## config.mk

```make
export PLATFORM = sky130hd
export DESIGN_NAME = bvt_ram
export DESIGN_NICKNAME = d
export VERILOG_FILES = /design/src/hw/rtl/bvt_ram.sv
export SDC_FILE = /design/constraint.sdc
export NUM_CORES = 2
export LEC_CHECK = 0
export BUFFER_PORTS_ARGS = -buffer_cell sky130_fd_sc_hd__clkbuf_2
export CAP_MARGIN = 20
export CORE_ASPECT_RATIO = 1.1
export CORE_MARGIN = 4
export CORE_UTILIZATION = 40
export CTS_CLUSTER_SIZE = 25
export DETAILED_ROUTE_END_ITERATION = 6
export PLACE_DENSITY_LB_ADDON = 0.3
export SLEW_MARGIN = 20
export SYNTH_ARGS = -nofsm -noshare
export SYNTH_HDL_FRONTEND = slang
export SYNTH_SLANG_ARGS = --single-unit
export TNS_END_PERCENT = 100
```

## constraint.sdc

```tcl
create_clock -name i_clk -period 2.6 [get_ports i_clk]
set_clock_uncertainty 0.05 [all_clocks]
set_input_delay 0.26 -clock i_clk [delete_from_list [all_inputs] [get_ports i_clk]]
set_output_delay 0.26 -clock i_clk [all_outputs]
set_load 0.05 [all_outputs]
```

## src/hw/rtl/bvt_ram.sv

```systemverilog
`default_nettype none
// ----------------------------------------------------------------------------
// Breakpoint table RAM
// Simple dual-port synchronous RAM: one write port, one read port, read data
// registered.
// ----------------------------------------------------------------------------
module bvt_ram #(
    parameter int DATA_W = 8,
    parameter int DEPTH  = 256,
    parameter int ADDR_W = $clog2(DEPTH)
) (
    input  wire logic              i_clk,
    input  wire logic              i_we,
    input  wire logic [ADDR_W-1:0] i_waddr,
    input  wire logic [DATA_W-1:0] i_wdata,
    input  wire logic [ADDR_W-1:0] i_raddr,
    output logic      [DATA_W-1:0] o_rdata
);

    logic [DATA_W-1:0] r_mem [DEPTH];

    // Write port
    always_ff @(posedge i_clk) begin
        if (i_we) begin
            r_mem[i_waddr] <= i_wdata;
        end
    end

    // Registered read port
    always_ff @(posedge i_clk) begin
        o_rdata <= r_mem[i_raddr];
    end

endmodule
`default_nettype wire

```

Yosys cells after proc, flatten, opt, wreduce, memory -nomap -nowiden. Memories as Yosys holds them, arrays and structs flattened. A register that Yosys moved wholly into a read port is not among the register bits. Index checks and enable logic that the tools add are counted.

RAM bits: 2048. Memories kept: 1. Memory bits (read-only): 0. Input port bits: 26. Bits in latches: 0. Word-level logic and storage cells: 3. Output and inout bits: 8. Flip-flop bits (word level): 0.

Multiplexer cells: 2. Multiply operators: 0. Equal/unequal tests: 0. Reductions and logical operators: 0. Shifts and indexed selects: 0. $add $sub $neg: 0. Magnitude comparators: 0. Bitwise gates (word level): 0. Div/mod/pow operators: 0.

Memories: r_mem (words 256, width 8, read ports 1, clocked after memory_dff 1, wr ports 1, line 20) `logic [DATA_W-1:0] r_mem [DEPTH];`.

Operators by type and width (number): $mux W1 (2).

Longest topological paths before layout.
Depth in word-level cells: 2. Depth in mapped cells: 11. Mapped depth without buffers: 6.

Least setup slack after synthesis. No wires, ideal clock.

Path kind: input port to flip-flop. Start point: input i_raddr[0]. End point: register o_rdata[2], read port of r_mem. Buffers on the path: 4. Data arrival time: 2.067 ns. Stages: 9. Data required time: 2.419 ns. Path slack: 0.352 ns. Library setup time: 0.131 ns. Cell sequence: buf_6 buf_12 buf_8 buf_2 mux4_2 a22oi_1 a21oi_1 nor4_1 nor4_2.

RTL lines: from (decl) (line 16) `input wire logic [ADDR_W-1:0] i_raddr,`; to (decl) (line 17) `output logic [DATA_W-1:0] o_rdata`.

==> summary.txt <==
DRC: 0
Ys async rst share: 0%
Total CTS buffers: 205
Critical path class: in2reg
Drt initial violations: 4242
Worst VDD drop: 0.5739 mV
Iteration count of the initial detailed-routing pass: 6
Mapped Avg Cell Area: 21.31 µm²
Primary FF master, synth: edfxtp_1
Gp weighted congestion: 0.8584
Share of cells above drive strength 1: 31.93%
RSZ-0062 raised after global routing: no
Remaining Overflow, GRT: 0
Post-synthesis sequential area ratio: 77.50%
Highest-count cells in the layout ignoring fill and taps: edfxtp_1, buf_4, mux4_2
Most Frequent Cell on Critical Path: buf_4
Die area: 206100 µm²
Unique masters post-synth: 55
FF+latch count, synth: 2056
Synth area leader: edfxtp_1
Sink Count: 2056
Worst Hold Depth: 4
Pins Over Slew Limit: 0
Die X: 433.2 µm
IO Pins: 34
Nets: 4418
Count of port buffers added during placement: 33
Yosys top cell area share: 77.30%
Cells after Synth: 3733
Crit-path cells: buf_8 -> buf_4 -> buf_4 -> mux4_2 -> a22oi_1 -> a21oi_1 -> nor4_1 -> nor4_2
CP arrival: 3.25 ns
Initial antenna violation count: 12
Hold crit path type: in2reg
Layout fillers: 16290
Fin crit share: 100.6%
Total Wirelength: 204500 µm
Yosys warns: 0
CTS Buffer Depth: 3
Failing checks: negative setup slack
Clk_lat worst skew: 0.86 ns
Total GRT Usage: 19.87%
Largest net degree at the start of global routing: 109
Hold Violations, Final: 0
Worst Hold Slack: 0.1078 ns
Placed standard-cell area: 87510 µm²
Setup WS pre-CTS: -0.9594 ns
Post-synthesis instance area: 79560 µm²
Min Tclk post-route: 2.615 ns
CP Launch Type: primary input
Post-route cell area: 94340 µm²
Wire per inst: 28.58 µm
Post-DP HPWL: 133400 µm
Worst r2r path cells: 5
Max_slew headroom: 26.05%
Max Fclk: 382.4 MHz
Crit path max fanout: 15
Critical-path top delay cell: nor4_1
CP max stage delay: 0.88 ns
Std-Cell Rows: 171
TritonCTS clock tree: yes
EDFF count, synth: 2048
Vias per cell: 5.656
Max_cap viols: 0
Final worst slack: -0.01493 ns
Die height: 475.7 µm
CTS Root Cell: clkbuf_16
Syn nets: 3759
Final ANT Viol Nets: 0
Setup-failing EPs final: 1
Outcome: finished, violations left
Starting Density: 40.24%
Static Leakage: 30.33 nW
Core Area: 197700 µm²
Vias in the first global route: 41060
Clock-pin slew on the worst setup and hold paths: 0.06 ns
Most common cell after layout, fill and taps aside: edfxtp_1
Worst EP required: 3.24 ns
Largest cells by area after synthesis: edfxtp_1, mux4_2, mux2i_1, nor2_1, a22oi_1
Via count: 40480
First-pass GRT wire length: 296500 µm
CTS H-tree depth: 4
TNS Setup: -0.01493 ns
P&R area growth vs syn: 18.58%
Cell Pwr Density: 738.1 nW/µm²
CP Capture Type: register
Worst Tran Pin Value: 1.099 ns
==> worst max-delay path: cells and delay by family <==
kind,cells,cell delay (ns)
and+or+nand+nor,2,0.97
muxes,1,0.56
buffers and inverters,3,0.86
AOI/OAI and AO/OA,2,0.58
==> synthesized netlist by cell type (all sizes together) (12+ instances only) <==
cell	count
edfxtp	2048
buf	122
o221ai	47
nand3	34
a21oi	96
mux2i	134
nor4	27
a221oi	14
nor2	282
clkbuf	111
a22oi	133
a211oi	16
nand2	33
mux4	456
o21ai	12
o22ai	28
nor3	22
nor2b	31
==> stage by stage <==
stage | power, mW | utilization, % | cells
after floorplan | 39.13 | - | 3733
after CTS | 70.27 | 47.70 | 7155
after global placement | 41.16 | 44.25 | 6769
after global routing | 71.87 | 47.72 | 7157
final | 69.63 | 47.72 | 7157
after detailed placement | 41.20 | 44.26 | 6770
==> report_power, final <==
group / leakage [nW] / internal, mW / switching [mW]
clock: 3.22 / 16.4 / 12.7
combinational: 8.64 / 1.52 / 2.34
sequential: 18.5 / 36.5 / 0.0929
==> what timing repair did <==
item,CTS,global route
resized for setup,4,4
setup endpoints to repair,2,2
hold buffers,10,0
setup buffers,0,0
pin swaps,0,0
hold endpoints to repair,781,0
==> cell families (layout without fill, tap and decap cells) <==
logic type | count (synthesis) | in the layout | share of synthesized area [%]
buffers and inverters | 235 | 1062 | 1.831
multiplexers | 591 | 591 | 14.62
flip-flops | 2056 | 2056 | 77.50
AND/OR/NAND/NOR | 466 | 466 | 2.628
other | 0 | 2 | 0
AO/OA/AOI/OAI | 385 | 385 | 3.419
==> state kept, by name (all words and copies together) (netlist names) <==
signal / count
r_mem: 2048
o_rdata: 8
==> layer usage <==
metal	GRT usage, %	up-vias	wire [µm]
li1	-	17030	-
met1	27.28	21690	84150
met2	32.66	1461	101300
met3	3.051	301	12420
met4	6.696	2	6689
met5	0	-	13
==> area by class of cell <==
| cell class | instances | area (µm²) | area share [%] |
|---|---|---|---|
| Sequential cell | 2056 | 61660 | 65.36 |
| Clock buffer | 259 | 5403 | 5.727 |
| Clock inverter | 116 | 1275 | 1.352 |
| Antenna cell | 2 | 5.005 | 0.005305 |
| Tap cell | 2595 | 3247 | 3.442 |
| Multi-Input combinational cell | 1442 | 16560 | 17.56 |
| Timing Repair Buffer | 685 | 6178 | 6.549 |
| Inverter | 2 | 7.507 | 0.007958 |
==> final timing paths <==
check	startpoint	endpoint	slack [ns]
max	i_raddr[0]	o_rdata[0]	-0.01
min reg2reg	r_mem[40][3]	o_rdata[3]	1.02
min	i_waddr[2]	r_mem[174][2]	0.11
max reg2reg	r_mem[240][0]	o_rdata[0]	0
Note: power is estimated with default switching activity, not from simulation.
